## config.mk

```make
export PLATFORM = sky130hd
export DESIGN_NAME = touch_coordinate_conditioner_flat
export DESIGN_NICKNAME = d
export VERILOG_FILES = /design/src/design/tcc_pkg.sv /design/src/design/tcc_sample_if.sv /design/src/design/tcc_result_if.sv /design/src/design/tcc_cfg_if.sv /design/src/design/touch_coordinate_conditioner.sv /design/src/flat_wrapper.sv
export SDC_FILE = /design/constraint.sdc
export NUM_CORES = 1
export LEC_CHECK = 0
export ABC_AREA = 0
export BUFFER_PORTS_ARGS = -buffer_cell sky130_fd_sc_hd__buf_4
export CAP_MARGIN = 10
export CORE_MARGIN = 5
export CORE_UTILIZATION = 60
export CTS_CLUSTER_DIAMETER = 120
export DETAILED_ROUTE_END_ITERATION = 8
export GPL_TIMING_DRIVEN = 0
export PLACE_DENSITY = 0.78
export SLEW_MARGIN = 20
export SYNTH_ARGS = -nofsm -noshare
export SYNTH_HDL_FRONTEND = slang
export SYNTH_SLANG_ARGS = --single-unit
```

## constraint.sdc

```tcl
create_clock -name clk -period 11 [get_ports clk]
set_input_delay 0.55 -clock clk [delete_from_list [all_inputs] [get_ports clk]]
set_output_delay 0.55 -clock clk [all_outputs]
set_load 0.005 [all_outputs]
```

## src/design/tcc_pkg.sv

```systemverilog
// Shared widths and reset values for the touch coordinate conditioner.
package tcc_pkg;

    localparam int BYTE_W     = 8;
    localparam int CAL_W      = 10;
    localparam int SIZE_W     = 11;
    localparam int CFG_IDX_W  = 3;
    localparam int CFG_DATA_W = 11;

    localparam logic [CAL_W-1:0]  RST_THRESHOLD = CAL_W'(3);
    localparam logic [CAL_W-1:0]  RST_X_LOW     = CAL_W'(60);
    localparam logic [CAL_W-1:0]  RST_X_HIGH    = CAL_W'(980);
    localparam logic [CAL_W-1:0]  RST_Y_LOW     = CAL_W'(100);
    localparam logic [CAL_W-1:0]  RST_Y_HIGH    = CAL_W'(900);
    localparam logic [SIZE_W-1:0] RST_WIDTH     = SIZE_W'(800);
    localparam logic [SIZE_W-1:0] RST_HEIGHT    = SIZE_W'(480);

endpackage

```

## src/design/tcc_sample_if.sv

```systemverilog
// Raw touch sample channel.
interface tcc_sample_if;
    import tcc_pkg::*;

    logic              valid;
    logic              ready;
    logic [BYTE_W-1:0] x_high_byte;
    logic [BYTE_W-1:0] y_high_byte;
    logic [BYTE_W-1:0] xy_low_byte;

    modport source (output valid, x_high_byte, y_high_byte, xy_low_byte, input ready);
    modport sink   (input valid, x_high_byte, y_high_byte, xy_low_byte, output ready);
endinterface

```

## src/design/tcc_result_if.sv

```systemverilog
// Calibrated position result channel.
interface tcc_result_if #(
    parameter int RAW_W = 10
);
    import tcc_pkg::*;

    logic              valid;
    logic              ready;
    logic              position_updated;
    logic [SIZE_W-1:0] x_position;
    logic [SIZE_W-1:0] y_position;
    logic [RAW_W-1:0]  x_raw;
    logic [RAW_W-1:0]  y_raw;

    modport source (output valid, position_updated, x_position, y_position, x_raw, y_raw,
                    input ready);
    modport sink   (input valid, position_updated, x_position, y_position, x_raw, y_raw,
                    output ready);
endinterface

```

## src/design/tcc_cfg_if.sv

```systemverilog
// Configuration register write channel.
interface tcc_cfg_if;
    import tcc_pkg::*;

    logic                  valid;
    logic                  ready;
    logic [CFG_IDX_W-1:0]  index;
    logic [CFG_DATA_W-1:0] data;

    modport source (output valid, index, data, input ready);
    modport sink   (input valid, index, data, output ready);
endinterface

```

## src/design/touch_coordinate_conditioner.sv

```systemverilog
// Touch coordinate conditioner: raw touch samples to calibrated screen position.
//
// sample: one raw touch reading per item (X/Y high bytes, shared low-bit byte).
// result: one item per sample with the update flag, the held X/Y pixel
//         position and the assembled raw X/Y of that sample.
// cfg:    register writes (index, data), always ready; write only while idle.
//
// Each sample is handled by a small sequencer around one shared multiplier
// and one radix-4 restoring divider (two quotient bits per cycle). A sample
// that does not move the position goes from idle straight to the finish
// state, which loads the output register. A recompute multiplies and
// divides X, then Y, then finishes; in averaging mode the group's last
// sample first multiplies by the divide-by-AVG_SAMPLES reciprocal, X then Y.
// sample is ready only while the sequencer is idle. The result sits in an
// output register, so a new sample can be taken while it waits; a stalled
// receiver holds the next finished result in the sequencer until taken.
// Reset loads the documented register defaults and clears all history.
module touch_coordinate_conditioner #(
    parameter int ADC_BITS    = 10,
    parameter int AVG_SAMPLES = 4
) (
    input  logic                clk,
    input  logic                rst_n,
    tcc_sample_if.sink          sample,
    tcc_result_if.source        result,
    tcc_cfg_if.sink             cfg
);
    import tcc_pkg::*;

    localparam int LOW_BITS = ADC_BITS - 8;
    localparam int DIFF_W   = (ADC_BITS > CAL_W) ? ADC_BITS : CAL_W;
    localparam int CNT_W    = $clog2(AVG_SAMPLES);
    localparam int SUM_W    = ADC_BITS + CNT_W;
    localparam int REC_K    = SUM_W + 5;
    localparam longint REC_M = ((longint'(1) << REC_K) + AVG_SAMPLES - 1) / AVG_SAMPLES;
    localparam int MA_W     = (DIFF_W > SUM_W) ? DIFF_W : SUM_W;
    localparam int MB_W     = (SIZE_W > REC_K) ? SIZE_W : REC_K;
    localparam int PROD_W   = MA_W + MB_W;
    localparam int NUM_W0   = DIFF_W + SIZE_W;
    localparam int NUM_W    = NUM_W0 + (NUM_W0 % 2);
    localparam int STEPS    = NUM_W / 2;
    localparam int STEP_W   = $clog2(STEPS);

    localparam logic [CFG_IDX_W-1:0] REG_FILTER_MODE = CFG_IDX_W'(0);
    localparam logic [CFG_IDX_W-1:0] REG_THRESHOLD   = CFG_IDX_W'(1);
    localparam logic [CFG_IDX_W-1:0] REG_X_LOW       = CFG_IDX_W'(2);
    localparam logic [CFG_IDX_W-1:0] REG_X_HIGH      = CFG_IDX_W'(3);
    localparam logic [CFG_IDX_W-1:0] REG_Y_LOW       = CFG_IDX_W'(4);
    localparam logic [CFG_IDX_W-1:0] REG_Y_HIGH      = CFG_IDX_W'(5);
    localparam logic [CFG_IDX_W-1:0] REG_WIDTH       = CFG_IDX_W'(6);
    localparam logic [CFG_IDX_W-1:0] REG_HEIGHT      = CFG_IDX_W'(7);

    localparam logic MODE_DEADBAND = 1'b0;

    localparam logic [15:0] LOW_MASK = 16'((1 << LOW_BITS) - 1);

    typedef enum logic [2:0] {
        ST_IDLE,
        ST_MUL_AX,
        ST_MUL_AY,
        ST_MUL_X,
        ST_DIV_X,
        ST_MUL_Y,
        ST_DIV_Y,
        ST_FINISH
    } state_t;

    state_t               state_reg, state_next;

    logic                 mode_reg, mode_next;
    logic [CAL_W-1:0]     thr_reg, thr_next;
    logic [CAL_W-1:0]     x_low_reg, x_low_next;
    logic [CAL_W-1:0]     x_high_reg, x_high_next;
    logic [CAL_W-1:0]     y_low_reg, y_low_next;
    logic [CAL_W-1:0]     y_high_reg, y_high_next;
    logic [SIZE_W-1:0]    width_reg, width_next;
    logic [SIZE_W-1:0]    height_reg, height_next;

    logic [ADC_BITS-1:0]  prev_x_reg, prev_x_next;
    logic [ADC_BITS-1:0]  prev_y_reg, prev_y_next;
    logic [SIZE_W-1:0]    held_x_reg, held_x_next;
    logic [SIZE_W-1:0]    held_y_reg, held_y_next;
    logic [SUM_W-1:0]     sum_x_reg, sum_x_next;
    logic [SUM_W-1:0]     sum_y_reg, sum_y_next;
    logic [CNT_W-1:0]     count_reg, count_next;

    logic                 upd_reg, upd_next;
    logic [ADC_BITS-1:0]  arg_x_reg, arg_x_next;
    logic [ADC_BITS-1:0]  arg_y_reg, arg_y_next;
    logic [NUM_W-1:0]     num_reg, num_next;
    logic [CAL_W-1:0]     rem_reg, rem_next;
    logic                 zero_reg, zero_next;
    logic [STEP_W-1:0]    step_reg, step_next;

    logic                 res_valid_reg, res_valid_next;
    logic                 res_upd_reg, res_upd_next;
    logic [SIZE_W-1:0]    res_x_pos_reg, res_x_pos_next;
    logic [SIZE_W-1:0]    res_y_pos_reg, res_y_pos_next;
    logic [ADC_BITS-1:0]  res_x_raw_reg, res_x_raw_next;
    logic [ADC_BITS-1:0]  res_y_raw_reg, res_y_raw_next;

    logic [15:0]          x_wide, y_wide;
    logic [ADC_BITS-1:0]  raw_x, raw_y;
    logic [ADC_BITS-1:0]  dx, dy;
    logic [ADC_BITS:0]    pair_x, pair_y;
    logic [DIFF_W-1:0]    off_x, off_y;
    logic [MA_W-1:0]      mul_a;
    logic [MB_W-1:0]      mul_b;
    logic [PROD_W-1:0]    prod;
    logic [CAL_W-1:0]     div_d;
    logic [CAL_W:0]       t1, t2;
    logic [CAL_W-1:0]     r1, r2;
    logic                 q1, q2;
    logic [NUM_W-1:0]     quo;
    logic [SIZE_W-1:0]    clamp_size;
    logic [SIZE_W-1:0]    mapped;

    assign sample.ready = (state_reg == ST_IDLE);
    assign cfg.ready    = 1'b1;

    assign result.valid            = res_valid_reg;
    assign result.position_updated = res_upd_reg;
    assign result.x_position       = res_x_pos_reg;
    assign result.y_position       = res_y_pos_reg;
    assign result.x_raw            = res_x_raw_reg;
    assign result.y_raw            = res_y_raw_reg;

    // raw sample assembly
    assign x_wide = ({8'h00, sample.x_high_byte} << LOW_BITS)
                  | ({8'h00, sample.xy_low_byte} & LOW_MASK);
    assign y_wide = ({8'h00, sample.y_high_byte} << LOW_BITS)
                  | (({8'h00, sample.xy_low_byte} >> LOW_BITS) & LOW_MASK);
    assign raw_x  = x_wide[ADC_BITS-1:0];
    assign raw_y  = y_wide[ADC_BITS-1:0];

    assign dx = (prev_x_reg > raw_x) ? (prev_x_reg - raw_x) : (raw_x - prev_x_reg);
    assign dy = (prev_y_reg > raw_y) ? (prev_y_reg - raw_y) : (raw_y - prev_y_reg);

    assign pair_x = {1'b0, prev_x_reg} + {1'b0, raw_x};
    assign pair_y = {1'b0, prev_y_reg} + {1'b0, raw_y};

    assign off_x = DIFF_W'(arg_x_reg) - DIFF_W'(x_low_reg);
    assign off_y = DIFF_W'(arg_y_reg) - DIFF_W'(y_low_reg);

    // shared multiplier
    assign prod = PROD_W'(mul_a) * PROD_W'(mul_b);

    // shared divider, two restoring steps per cycle
    assign div_d = (state_reg == ST_DIV_Y) ? (y_high_reg - y_low_reg)
                                           : (x_high_reg - x_low_reg);
    assign t1 = {rem_reg, num_reg[NUM_W-1]};
    assign q1 = (t1 >= {1'b0, div_d});
    assign r1 = q1 ? CAL_W'(t1 - {1'b0, div_d}) : t1[CAL_W-1:0];
    assign t2 = {r1, num_reg[NUM_W-2]};
    assign q2 = (t2 >= {1'b0, div_d});
    assign r2 = q2 ? CAL_W'(t2 - {1'b0, div_d}) : t2[CAL_W-1:0];
    assign quo = {num_reg[NUM_W-3:0], q1, q2};

    assign clamp_size = (state_reg == ST_DIV_Y) ? height_reg : width_reg;
    assign mapped = zero_reg ? '0
                  : (quo > NUM_W'(clamp_size)) ? clamp_size : quo[SIZE_W-1:0];

    always_comb
    begin
        state_next     = state_reg;
        mode_next      = mode_reg;
        thr_next       = thr_reg;
        x_low_next     = x_low_reg;
        x_high_next    = x_high_reg;
        y_low_next     = y_low_reg;
        y_high_next    = y_high_reg;
        width_next     = width_reg;
        height_next    = height_reg;
        prev_x_next    = prev_x_reg;
        prev_y_next    = prev_y_reg;
        held_x_next    = held_x_reg;
        held_y_next    = held_y_reg;
        sum_x_next     = sum_x_reg;
        sum_y_next     = sum_y_reg;
        count_next     = count_reg;
        upd_next       = upd_reg;
        arg_x_next     = arg_x_reg;
        arg_y_next     = arg_y_reg;
        num_next       = num_reg;
        rem_next       = rem_reg;
        zero_next      = zero_reg;
        step_next      = step_reg;
        res_valid_next = res_valid_reg;
        res_upd_next   = res_upd_reg;
        res_x_pos_next = res_x_pos_reg;
        res_y_pos_next = res_y_pos_reg;
        res_x_raw_next = res_x_raw_reg;
        res_y_raw_next = res_y_raw_reg;
        mul_a          = '0;
        mul_b          = '0;

        if (cfg.valid)
        begin
            case (cfg.index)
                REG_FILTER_MODE: mode_next   = cfg.data[0];
                REG_THRESHOLD:   thr_next    = cfg.data[CAL_W-1:0];
                REG_X_LOW:       x_low_next  = cfg.data[CAL_W-1:0];
                REG_X_HIGH:      x_high_next = cfg.data[CAL_W-1:0];
                REG_Y_LOW:       y_low_next  = cfg.data[CAL_W-1:0];
                REG_Y_HIGH:      y_high_next = cfg.data[CAL_W-1:0];
                REG_WIDTH:       width_next  = cfg.data[SIZE_W-1:0];
                REG_HEIGHT:      height_next = cfg.data[SIZE_W-1:0];
                default:         ;
            endcase
        end

        if (result.ready)
        begin
            res_valid_next = 1'b0;
        end

        case (state_reg)
            ST_IDLE:
            begin
                if (sample.valid)
                begin
                    prev_x_next = raw_x;
                    prev_y_next = raw_y;
                    if (mode_reg == MODE_DEADBAND)
                    begin
                        if ((DIFF_W'(dx) > DIFF_W'(thr_reg)) || (DIFF_W'(dy) > DIFF_W'(thr_reg)))
                        begin
                            arg_x_next = raw_x;
                            arg_y_next = raw_y;
                            upd_next   = 1'b1;
                            state_next = ST_MUL_X;
                        end
                        else
                        begin
                            upd_next   = 1'b0;
                            state_next = ST_FINISH;
                        end
                    end
                    else
                    begin
                        sum_x_next = sum_x_reg + SUM_W'(pair_x[ADC_BITS:1]);
                        sum_y_next = sum_y_reg + SUM_W'(pair_y[ADC_BITS:1]);
                        if (count_reg == CNT_W'(AVG_SAMPLES - 1))
                        begin
                            count_next = '0;
                            upd_next   = 1'b1;
                            state_next = ST_MUL_AX;
                        end
                        else
                        begin
                            count_next = count_reg + 1'b1;
                            upd_next   = 1'b0;
                            state_next = ST_FINISH;
                        end
                    end
                end
            end
            ST_MUL_AX:
            begin
                // sum / AVG_SAMPLES by reciprocal, exact over the sum's range
                mul_a      = MA_W'(sum_x_reg);
                mul_b      = MB_W'(REC_M);
                arg_x_next = prod[REC_K +: ADC_BITS];
                state_next = ST_MUL_AY;
            end
            ST_MUL_AY:
            begin
                mul_a      = MA_W'(sum_y_reg);
                mul_b      = MB_W'(REC_M);
                arg_y_next = prod[REC_K +: ADC_BITS];
                sum_x_next = '0;
                sum_y_next = '0;
                state_next = ST_MUL_X;
            end
            ST_MUL_X:
            begin
                mul_a      = MA_W'(off_x);
                mul_b      = MB_W'(width_reg);
                num_next   = NUM_W'(prod[NUM_W0-1:0]);
                rem_next   = '0;
                zero_next  = (x_high_reg <= x_low_reg)
                          || (DIFF_W'(arg_x_reg) <= DIFF_W'(x_low_reg));
                step_next  = '0;
                state_next = ST_DIV_X;
            end
            ST_DIV_X:
            begin
                num_next  = quo;
                rem_next  = r2;
                step_next = step_reg + 1'b1;
                if (step_reg == STEP_W'(STEPS - 1))
                begin
                    held_x_next = mapped;
                    state_next  = ST_MUL_Y;
                end
            end
            ST_MUL_Y:
            begin
                mul_a      = MA_W'(off_y);
                mul_b      = MB_W'(height_reg);
                num_next   = NUM_W'(prod[NUM_W0-1:0]);
                rem_next   = '0;
                zero_next  = (y_high_reg <= y_low_reg)
                          || (DIFF_W'(arg_y_reg) <= DIFF_W'(y_low_reg));
                step_next  = '0;
                state_next = ST_DIV_Y;
            end
            ST_DIV_Y:
            begin
                num_next  = quo;
                rem_next  = r2;
                step_next = step_reg + 1'b1;
                if (step_reg == STEP_W'(STEPS - 1))
                begin
                    held_y_next = mapped;
                    state_next  = ST_FINISH;
                end
            end
            ST_FINISH:
            begin
                if (!res_valid_reg || result.ready)
                begin
                    res_valid_next = 1'b1;
                    res_upd_next   = upd_reg;
                    res_x_pos_next = held_x_reg;
                    res_y_pos_next = held_y_reg;
                    res_x_raw_next = prev_x_reg;
                    res_y_raw_next = prev_y_reg;
                    state_next     = ST_IDLE;
                end
            end
            default:
            begin
                state_next = ST_IDLE;
            end
        endcase
    end

    always_ff @(posedge clk or negedge rst_n)
    begin
        if (!rst_n)
        begin
            state_reg     <= ST_IDLE;
            mode_reg      <= MODE_DEADBAND;
            thr_reg       <= RST_THRESHOLD;
            x_low_reg     <= RST_X_LOW;
            x_high_reg    <= RST_X_HIGH;
            y_low_reg     <= RST_Y_LOW;
            y_high_reg    <= RST_Y_HIGH;
            width_reg     <= RST_WIDTH;
            height_reg    <= RST_HEIGHT;
            prev_x_reg    <= '0;
            prev_y_reg    <= '0;
            held_x_reg    <= '0;
            held_y_reg    <= '0;
            sum_x_reg     <= '0;
            sum_y_reg     <= '0;
            count_reg     <= '0;
            upd_reg       <= 1'b0;
            arg_x_reg     <= '0;
            arg_y_reg     <= '0;
            num_reg       <= '0;
            rem_reg       <= '0;
            zero_reg      <= 1'b0;
            step_reg      <= '0;
            res_valid_reg <= 1'b0;
            res_upd_reg   <= 1'b0;
            res_x_pos_reg <= '0;
            res_y_pos_reg <= '0;
            res_x_raw_reg <= '0;
            res_y_raw_reg <= '0;
        end
        else
        begin
            state_reg     <= state_next;
            mode_reg      <= mode_next;
            thr_reg       <= thr_next;
            x_low_reg     <= x_low_next;
            x_high_reg    <= x_high_next;
            y_low_reg     <= y_low_next;
            y_high_reg    <= y_high_next;
            width_reg     <= width_next;
            height_reg    <= height_next;
            prev_x_reg    <= prev_x_next;
            prev_y_reg    <= prev_y_next;
            held_x_reg    <= held_x_next;
            held_y_reg    <= held_y_next;
            sum_x_reg     <= sum_x_next;
            sum_y_reg     <= sum_y_next;
            count_reg     <= count_next;
            upd_reg       <= upd_next;
            arg_x_reg     <= arg_x_next;
            arg_y_reg     <= arg_y_next;
            num_reg       <= num_next;
            rem_reg       <= rem_next;
            zero_reg      <= zero_next;
            step_reg      <= step_next;
            res_valid_reg <= res_valid_next;
            res_upd_reg   <= res_upd_next;
            res_x_pos_reg <= res_x_pos_next;
            res_y_pos_reg <= res_y_pos_next;
            res_x_raw_reg <= res_x_raw_next;
            res_y_raw_reg <= res_y_raw_next;
        end
    end

endmodule

```

## src/flat_wrapper.sv

```systemverilog
// flat-port wrapper written by rule: the top's interface ports become plain ports
module touch_coordinate_conditioner_flat import tcc_pkg::*;
#(
    parameter int ADC_BITS    = 10,
    parameter int AVG_SAMPLES = 4
)
  (clk, rst_n, sample_valid, sample_x_high_byte, sample_y_high_byte, sample_xy_low_byte, sample_ready, result_valid, result_position_updated, result_x_position, result_y_position, result_x_raw, result_y_raw, result_ready, cfg_valid, cfg_index, cfg_data, cfg_ready);
  tcc_sample_if sample_i ();
  tcc_result_if #(.RAW_W((ADC_BITS))) result_i ();
  tcc_cfg_if cfg_i ();
  input  logic clk;
  input  logic rst_n;
  input wire logic [$bits(sample_i.valid)-1:0] sample_valid;
  input wire logic [$bits(sample_i.x_high_byte)-1:0] sample_x_high_byte;
  input wire logic [$bits(sample_i.y_high_byte)-1:0] sample_y_high_byte;
  input wire logic [$bits(sample_i.xy_low_byte)-1:0] sample_xy_low_byte;
  output wire logic [$bits(sample_i.ready)-1:0] sample_ready;
  output wire logic [$bits(result_i.valid)-1:0] result_valid;
  output wire logic [$bits(result_i.position_updated)-1:0] result_position_updated;
  output wire logic [$bits(result_i.x_position)-1:0] result_x_position;
  output wire logic [$bits(result_i.y_position)-1:0] result_y_position;
  output wire logic [$bits(result_i.x_raw)-1:0] result_x_raw;
  output wire logic [$bits(result_i.y_raw)-1:0] result_y_raw;
  input wire logic [$bits(result_i.ready)-1:0] result_ready;
  input wire logic [$bits(cfg_i.valid)-1:0] cfg_valid;
  input wire logic [$bits(cfg_i.index)-1:0] cfg_index;
  input wire logic [$bits(cfg_i.data)-1:0] cfg_data;
  output wire logic [$bits(cfg_i.ready)-1:0] cfg_ready;
  assign sample_i.valid = sample_valid;
  assign sample_i.x_high_byte = sample_x_high_byte;
  assign sample_i.y_high_byte = sample_y_high_byte;
  assign sample_i.xy_low_byte = sample_xy_low_byte;
  assign sample_ready = sample_i.ready;
  assign result_valid = result_i.valid;
  assign result_position_updated = result_i.position_updated;
  assign result_x_position = result_i.x_position;
  assign result_y_position = result_i.y_position;
  assign result_x_raw = result_i.x_raw;
  assign result_y_raw = result_i.y_raw;
  assign result_i.ready = result_ready;
  assign cfg_i.valid = cfg_valid;
  assign cfg_i.index = cfg_index;
  assign cfg_i.data = cfg_data;
  assign cfg_ready = cfg_i.ready;
  touch_coordinate_conditioner #(.ADC_BITS(ADC_BITS), .AVG_SAMPLES(AVG_SAMPLES)) u_core (.clk(clk), .rst_n(rst_n), .sample(sample_i), .result(result_i), .cfg(cfg_i));
endmodule
```

### Word level (Yosys, flattened, before mapping)

Index checks and enable logic that the tools add are counted.

| word-level totals | value |
|---|---|
| bits in registers | 246 |
| input bits | 43 |
| logic and storage cells | 156 |

| operators by class | value |
|---|---|
| $add $sub $neg | 16 |
| multipliers | 1 |
| magnitude comparators | 11 |
| equal/unequal tests | 23 |
| multiplexer cells | 43 |
| bitwise operators | 2 |
| reductions and logical operators | 31 |

Operators with widths:

| cell | number |
|---|---|
| $mux 10 | 11 |
| $sub 10x10->10 | 10 |
| $pmux 10 s2 | 3 |
| $mux 12 | 4 |
| $pmux 12 s2 | 2 |
| $pmux 12 s4 | 1 |
| $pmux 16 s3 | 1 |
| $pmux 22 s2 | 1 |
| $gt 10x10->1 | 4 |
| $le 10x10->1 | 4 |
| $mux 11 | 3 |
| $mul 12x16->27 | 1 |
| $add 12x10->12 | 2 |
| $eq 3x3->1 const B | 8 |
| $pmux 3 s8 | 1 |
| $reduce_and 2->1 | 12 |
| $add 10x10->11 | 2 |
| $ge 11x10->1 | 2 |
| $gt 22x11->1 | 1 |
| $mux 3 | 7 |
| $or 10x2->10 | 2 |
| $eq 3x2->1 const B | 4 |
| $reduce_and 4->1 | 3 |
| $ne 2x1->1 const B | 4 |
| 16 further kinds | 34 |

### Depth between registers and ports, before layout

Gate-level depths: netlist of the first run.

| logic depth | value |
|---|---|
| depth in word-level cells | 9 |
| depth in mapped cells | 40 |
| mapped depth without buffers | 37 |

### Worst setup path before layout of the first run

Ideal clock, no wire load.

| path | value |
|---|---|
| kind | flip-flop to flip-flop |
| start point | register u_core.state_reg[0] |
| end point | register u_core.held_x_reg[8] |
| data arrival time | 7301 ps |
| data required time | 10905 ps |
| path slack | 3604 ps |
| stages on the path, launching flop included | 36 |
| buffers on the path | 6 |
| period minus slack after synthesis | 7396 ps |
| cells stage by stage | dfrtp_1 > inv_1 > ha_1 > clkbuf_1 > nand2_1 > clkbuf_1 > clkbuf_1 > o21ai_0 > ha_1 > o21ai_0 > a21oi_1 > o21ai_0 > o221ai_2 > clkbuf_1 > nor2_1 > a21oi_1 > ha_1 > nor2b_1 > o21ai_0 > a21boi_0 > o21ai_0 > a211oi_1 > o21ai_0 > nand2_1 > buf_2 > inv_1 > ha_1 > inv_1 > a21o_1 > a21oi_1 > o211ai_1 > a31o_2 > a31oi_1 > clkbuf_1 > mux2_2 > o31ai_1 |

| between the ends | value |
|---|---|
| word-level cells in the longest chain between the ends | 8 |
| elaborated cells between the ends (all ways) | 12 |
| those cells by class | add/sub: 1; order compare: 3; eq/ne: 2; mux: 5; reduce/logical: 1 |

RTL lines:

| item | RTL line | source |
|---|---|---|
| from (decl) | touch_coordinate_conditioner.sv:68 | `state_t state_reg, state_next;` |
| from (signal assigned) | touch_coordinate_conditioner.sv:375 | `state_reg <= state_next;` |
| $eq 3x3->1 | touch_coordinate_conditioner.sv:149, touch_coordinate_conditioner.sv:159 |  |
| $mux 10 | touch_coordinate_conditioner.sv:149 | `assign div_d = (state_reg == ST_DIV_Y) ? (y_high_reg - y_low_reg)` |
| $sub 10x10->10 / $ge 11x10->1 (equally long branches) | touch_coordinate_conditioner.sv:153, touch_coordinate_conditioner.sv:152 |  |
| $mux 10 | touch_coordinate_conditioner.sv:153 | `assign r1 = q1 ? CAL_W'(t1 - {1'b0, div_d}) : t1[CAL_W-1:0];` |
| $ge 11x10->1 | touch_coordinate_conditioner.sv:155 | `assign q2 = (t2 >= {1'b0, div_d});` |
| $gt 22x11->1 | touch_coordinate_conditioner.sv:161 | `: (quo > NUM_W'(clamp_size)) ? clamp_size : quo[SIZE_W-1:0];` |
| $mux 11 | touch_coordinate_conditioner.sv:161 |  |
| $mux 11 | touch_coordinate_conditioner.sv:160 | `assign mapped = zero_reg ? '0` |
| to (signal assigned) | touch_coordinate_conditioner.sv:386 | `held_x_reg <= held_x_next;` |
| to (decl) | touch_coordinate_conditioner.sv:81 | `logic [SIZE_W-1:0] held_x_reg, held_x_next;` |

Parallel ways exist; a longest one is shown, timed or not.
A chain may end at the register's enable or synchronous reset.

### Worst setup path after layout of the first run

| path | value |
|---|---|
| start point | register u_core.state_reg[0] |
| end point | register u_core.held_y_reg[8] |

| between the ends | value |
|---|---|
| word-level cells in the longest chain between the ends | 8 |
| elaborated cells between the ends (all ways) | 11 |
| those cells by class | add/sub: 1; order compare: 3; eq/ne: 1; mux: 5; reduce/logical: 1 |

RTL lines:

| item | RTL line | source |
|---|---|---|
| $eq 3x3->1 * | touch_coordinate_conditioner.sv:149, touch_coordinate_conditioner.sv:159, touch_coordinate_conditioner.sv:217 |  |
| $mux 10 | touch_coordinate_conditioner.sv:149 |  |
| $sub 10x10->10 / $ge 11x10->1 (equally long branches) | touch_coordinate_conditioner.sv:153, touch_coordinate_conditioner.sv:152 |  |
| $mux 10 | touch_coordinate_conditioner.sv:153 |  |
| $ge 11x10->1 | touch_coordinate_conditioner.sv:155 |  |
| $gt 22x11->1 | touch_coordinate_conditioner.sv:161 |  |
| $mux 11 | touch_coordinate_conditioner.sv:161 |  |
| $mux 11 | touch_coordinate_conditioner.sv:160 |  |
| to (signal assigned) | touch_coordinate_conditioner.sv:387 | `held_y_reg <= held_y_next;` |
| to (decl) | touch_coordinate_conditioner.sv:82 | `logic [SIZE_W-1:0] held_y_reg, held_y_next;` |

Every way passes the cells marked *; elsewhere a longest branch is shown, timed or not.

==> impl_metrics.yaml, run 1 <==
outcome:
  status: "complete, but fails checks"
  violations: "hold timing"
logic_synthesis:
  synth_warnings: 0
  synth.top_cell.area_share: 0.252
  synth_largest_area_cell: "dfrtp_1"
  ys_types: 79
  synth_edf_count: 0
  synth_flop_cell: "dfrtp_1"
  yosys-top-cells-count: "inv_1, nand2_1, ha_1"
  synth_most_common_cell: "inv_1"
  synth_area_leaders: "dfrtp_1, ha_1, fa_1"
  synth_area_per_cell_um2: 9.08
  syn_nets: 2805
  async_flop_share: 1.00
  seq_area_frac_synth: 0.283
  ys_seq_elements: 246
  syn_area_um2: 21900
  synth_cells: 2407
detailed_routing:
  vias_per_cell: 6.17
  drtAntennaViolNets: 0
  routed_wl_um: 61900
  wl_per_cell_um: 20.5
  dr_total_vias: 18600
  firstDrtPassIters: 9
  first_iter_violations: 1361
  drc: 0
worst_setup_path:
  cpLargestDelayFamily: "compound AO/OA/AOI/OAI gates"
  worstPathRequired_ns: 11.44
  slowest_stage: "clkbuf_1"
  cp-end-kind: "register"
  r2r_cells: 35
  worstPathArrival_ns: 10.37
  reg2reg_slack_ns: 1.07
  path_buf_inv: 9
  worstSetupPathType: "register to register"
  r2r-start: "u_core.state_reg[0]"
  cp_max_fo: 10
  max_stage_delay_ns: 0.60
  crit_start: "u_core.state_reg[0]"
  r2r-end: "u_core.held_y_reg[8]"
  start_kind: "register"
  crit_top_cell: "o21ai_0"
  path_depth: 35
  critPathCapture: "u_core.held_y_reg[8]"
global_routing:
  overflow: 0
  antenna_found_initial: 0
  grt_pass1_wl_um: 99800
  grt_max_degree: 99
  grt_pass1_vias: 18900
  grt_use_total: 0.304
clock_tree:
  cts_resized: 0
  cts_tree: "yes"
  clk_pin_slew_ns: 0.06
  clkLatencyLatePin_ns: 0.57
  ctsRootBufferMaster: "clkbuf_16"
  clock_path_buffers: 3
  cts_buffers: 29
  cts_sinks: 246
  post-cts-setup-buffers: 0
  h-tree-depth: 1
  cts_hold_buf: 0
timing:
  period_share: 0.902
  holdWs_ns: -0.00666
  tightest_slew_ns: 1.16
  timing.fmax_mhz: 101
  setup_viol: 0
  finalMaxSlewViolations: 0
  rsz0062_at_grt: "no"
  tns_ns: 0
  finalClockSkew_ns: 0.0197
  relSlewSlack: 0.227
  hold_viol: 5
  fin_crit_ns: 9.93
power:
  total_power_mw: 8.08
  p_leak_nw: 11.9
  ir_drop_v: 0.000226
  cellPowerDensity_nw_per_um2: 333
die:
  dieArea_um2: 40300
  pin_count: 89
  die_h_um: 201
  row_count: 70
  dieWidth_um: 201
  core_area_um2: 36300
  start_util: 0.603
flow_run:
  maxCapViolCount: 0
place:
  gp_congestion: 0.962
  io_buffers: 81
  hpwl_um: 48900
finish:
  fin_util: 0.668
  largest_reg_flops: 22
  drive_above_1_share: 0.129
  fin_nets: 2919
  synthToLayoutAreaGrowth_pct: 10.8
worst_hold_path:
  hold_class: "input pin to asynchronous set/reset pin"
-- stage by stage --
step	cell area, um2	instances	hold WS, ns	setup slack, ns
detailed placement	23100	2958	0.466	1.49
global route	24200	3012	0.0507	0.387
CTS	24200	3012	0.0129	1.31
floorplan	21900	2407	0.254	3.60
finish	24200	3013	-0.00666	1.07
global placement	23000	2956	0.461	1.76
-- kinds of logic after synthesis --
kind of cell / Yosys count / share of synthesized area
compound gates: 578 / 0.168
xor+xnor: 81 / 0.0325
fa+ha+maj: 355 / 0.241
buf+inv: 374 / 0.0666
flops: 246 / 0.283
mux: 162 / 0.0819
other cells: 1 / 0.000172
simple gates: 610 / 0.126
-- routing by layer --
metal  vias up  GRT usage  routed length [um]
met5         -          0                   0
met4         0      0.128                2950
met3       160     0.0313                3580
met2       755      0.540               30700
met1      9165      0.379               24700
li1       8520          -                   -
-- cell usage in the layout (no fill, tap or decap), types with 16 or more instances in the layout --
master	netlist	final
xnor2_1	53	53
clkbuf_16	0	29
inv_1	287	287
a22o_1	19	19
nor2_1	149	149
o21ai_0	176	175
xor2_1	28	28
a211oi_1	20	20
and2_1	19	19
nor2b_1	31	31
clkbuf_1	66	67
o21a_1	16	16
dfstp_2	26	26
nand3_1	22	22
mux2i_1	33	33
mux2_2	126	126
ha_1	245	245
o21bai_1	20	20
a21oi_1	126	126
fa_1	110	110
dfrtp_1	220	220
o31ai_1	35	35
nand2b_1	25	25
buf_4	4	84
nand2_1	262	262
a31oi_1	21	21
a22oi_1	18	18
nand4_1	24	24
a21o_1	45	45
nor3_1	31	31
-- final cells by class --
type,count,area [um2]
well taps,468,586
multi-input cells,1787,14200
diodes,1,2.50
flip-flops and latches,246,6190
inverters,288,1080
clock buffers,33,771
repair buffers,83,671
fillers,2932,12000
clock inverters,21,328
plain buffers,86,375
-- power breakdown --
group	internal (mW)	switching, mW
Combinational	2.20	3.27
Clock	0.692	0.415
Sequential	1.22	0.274
-- worst reg2reg max path: cells and delay by family, from the launching register on --
family,cells,cell delay (ns)
compound gates,17,4.30
buf+inv,9,2.74
fa+ha+maj,4,1.10
simple gates,4,0.87
mux,1,0.44
flops,1,0.38
-- worst min path at each step --
stage                               start                     endpoint  slack (ns)
finish                              rst_n            u_core.rem_reg[6]      -0.007
global route                        rst_n            u_core.rem_reg[6]        0.05
CTS                                 rst_n  u_core.result.x_position[2]        0.01
detailed placement  u_core.held_y_reg[10]        u_core.held_y_reg[10]        0.47
global placement     u_core.held_x_reg[9]         u_core.held_x_reg[9]        0.46
floorplan                           rst_n          u_core.arg_x_reg[0]        0.25
Note: power is estimated with default switching activity, not from simulation.
==> run 2, diff against run 1 <==
--- a/config.mk
+++ b/config.mk
@@ -8,6 +8,7 @@
 export ABC_AREA = 0
 export BUFFER_PORTS_ARGS = -buffer_cell sky130_fd_sc_hd__buf_4
 export CAP_MARGIN = 10
+export CORE_ASPECT_RATIO = 0.75
 export CORE_MARGIN = 5
 export CORE_UTILIZATION = 60
 export CTS_CLUSTER_DIAMETER = 120
==> impl_metrics.yaml, run 2 (synthesis results as in run 1) <==
global_routing:
  grt_pass1_vias: 18400
  overflow: 0
  antenna_found_initial: 1
  grt_use_total: 0.316
  grt_max_degree: 99
  grt_pass1_wl_um: 101000
worst_setup_path:
  r2r_cells: 35
  cp_max_fo: 10
  worstPathRequired_ns: 11.46
  reg2reg_slack_ns: 1.28
  r2r-start: "u_core.state_reg[0]"
  crit_start: "u_core.state_reg[0]"
  worstPathArrival_ns: 10.18
  slowest_stage: "clkbuf_1"
  crit_top_cell: "o21ai_0"
  max_stage_delay_ns: 0.58
  worstSetupPathType: "register to register"
  critPathCapture: "u_core.held_x_reg[4]"
  r2r-end: "u_core.held_x_reg[4]"
  start_kind: "register"
  cp-end-kind: "register"
clock_tree:
  ctsRootBufferMaster: "clkbuf_16"
  h-tree-depth: 1
  clkLatencyLatePin_ns: 0.58
  cts_tree: "yes"
  cts_buffers: 27
  clk_pin_slew_ns: 0.07
  clock_path_buffers: 3
  cts_sinks: 246
  cts_resized: 0
die:
  dieWidth_um: 230
  pin_count: 89
  row_count: 60
  die_h_um: 175
  core_area_um2: 35900
  dieArea_um2: 40400
  start_util: 0.609
finish:
  fin_util: 0.671
  mostFrequentLayoutCell: "inv_1"
  final-seq-area_um2: 6190
  multi_input_area_um2: 14200
  final_cell_mix: "inv_1, nand2_1, ha_1, dfrtp_1, o21ai_0"
  largest_reg_flops: 22
  fin_nets: 2918
  drive_above_1_share: 0.128
  layoutNonFillerInstCount: 3005
  nFillCells: 2865
  synthToLayoutAreaGrowth_pct: 10.2
timing:
  period_share: 0.884
  setup_viol: 0
  rsz0062_at_grt: "no"
  finalClockSkew_ns: 0.0118
  fin_crit_ns: 9.72
  timing.fmax_mhz: 103
  relSlewSlack: 0.289
  tns_ns: 0
  finalMaxSlewViolations: 0
  tightest_slew_ns: 1.06
  holdWs_ns: 0.241
  hold_viol: 0
detailed_routing:
  vias_per_cell: 6.23
  wl_per_cell_um: 21.6
  dr_total_vias: 18700
  routed_wl_um: 64900
  drtAntennaViolNets: 0
  first_iter_violations: 2148
  firstDrtPassIters: 7
  drc: 0
place:
  gp_congestion: 0.956
  dp_cells: 2955
  hpwl_um: 51400
  io_buffers: 81
flow_run:
  maxCapViolCount: 0
power:
  p_leak_nw: 11.8
  cellPowerDensity_nw_per_um2: 336
  ir_drop_v: 0.000277
worst_hold_path:
  hold_class: "input pin to register"
outcome:
  status: "finished clean"
run 2: per-stage QoR:
step	power (mW)	cell area, um2	setup slack, ns
after floorplan	5.35	21900	3.60
after global placement	6.69	23000	1.79
after detailed placement	6.91	23100	1.64
after CTS	7.94	24100	1.47
after global routing	8.72	24100	0.376
final	8.09	24100	1.28
run 2: layer usage:
layer  vias up  share of wire  routed length (um)  GRT usage
met4         4          0.029                1870     0.0822
li1       8512              -                   -          -
met5         -        0.00072                  47    0.00721
met3       148           0.12                7650      0.106
met2       906           0.40               26100      0.440
met1      9144           0.45               29200      0.472
run 2: how the worst min path moves through the flow:
stage / startpoint / to / slack [ns] / cells after the start
4_1_cts: cfg_data[10] / u_core.width_reg[10] / 0.23 / 2
3_3_place_gp: u_core.held_y_reg[8] / u_core.held_y_reg[8] / 0.46 / 2
2_1_floorplan: rst_n / u_core.arg_x_reg[0] / 0.25 / 0
5_1_grt: cfg_data[10] / u_core.height_reg[10] / 0.23 / 2
3_5_place_dp: u_core.held_x_reg[6] / u_core.held_x_reg[6] / 0.47 / 2
6_report: cfg_data[10] / u_core.width_reg[10] / 0.24 / 2
run 2: repair_timing:
item / 4_1_cts / 5_1_grt
setup buffers: 0 / 0
hold buffers: 1 / 0
setup endpoints to repair: 0 / 0
endpoints found under the hold margin: 67 / 0
run 2: layout make-up:
type                       count  area share
buffer                        86      0.0156
tap                          465      0.0242
sequential                   246       0.257
timing repair buffer          84      0.0283
multi-input combinational   1787       0.591
antenna                        1    0.000104
inverter                     288      0.0449
clock inverter                14     0.00790
clock buffer                  34      0.0308
run 2: where the power goes:
group	total (mW)	internal, mW	switching [mW]	leakage, nW
Combinational	5.63	2.22	3.40	8.28
Clock	0.969	0.554	0.415	0.449
Sequential	1.50	1.22	0.281	3.06
Total	8.09	4.00	4.10	11.8
run 2: worst max-delay path: cells and delay by family (launching register included):
kind | cells | cell delay, ns
adder cells (fa/ha/maj) | 4 | 1.06
buffers and inverters | 9 | 2.71
AO/OA/AOI/OAI | 17 | 4.15
flip-flops | 1 | 0.38
multiplexers | 1 | 0.44
AND/OR/NAND/NOR | 4 | 0.87
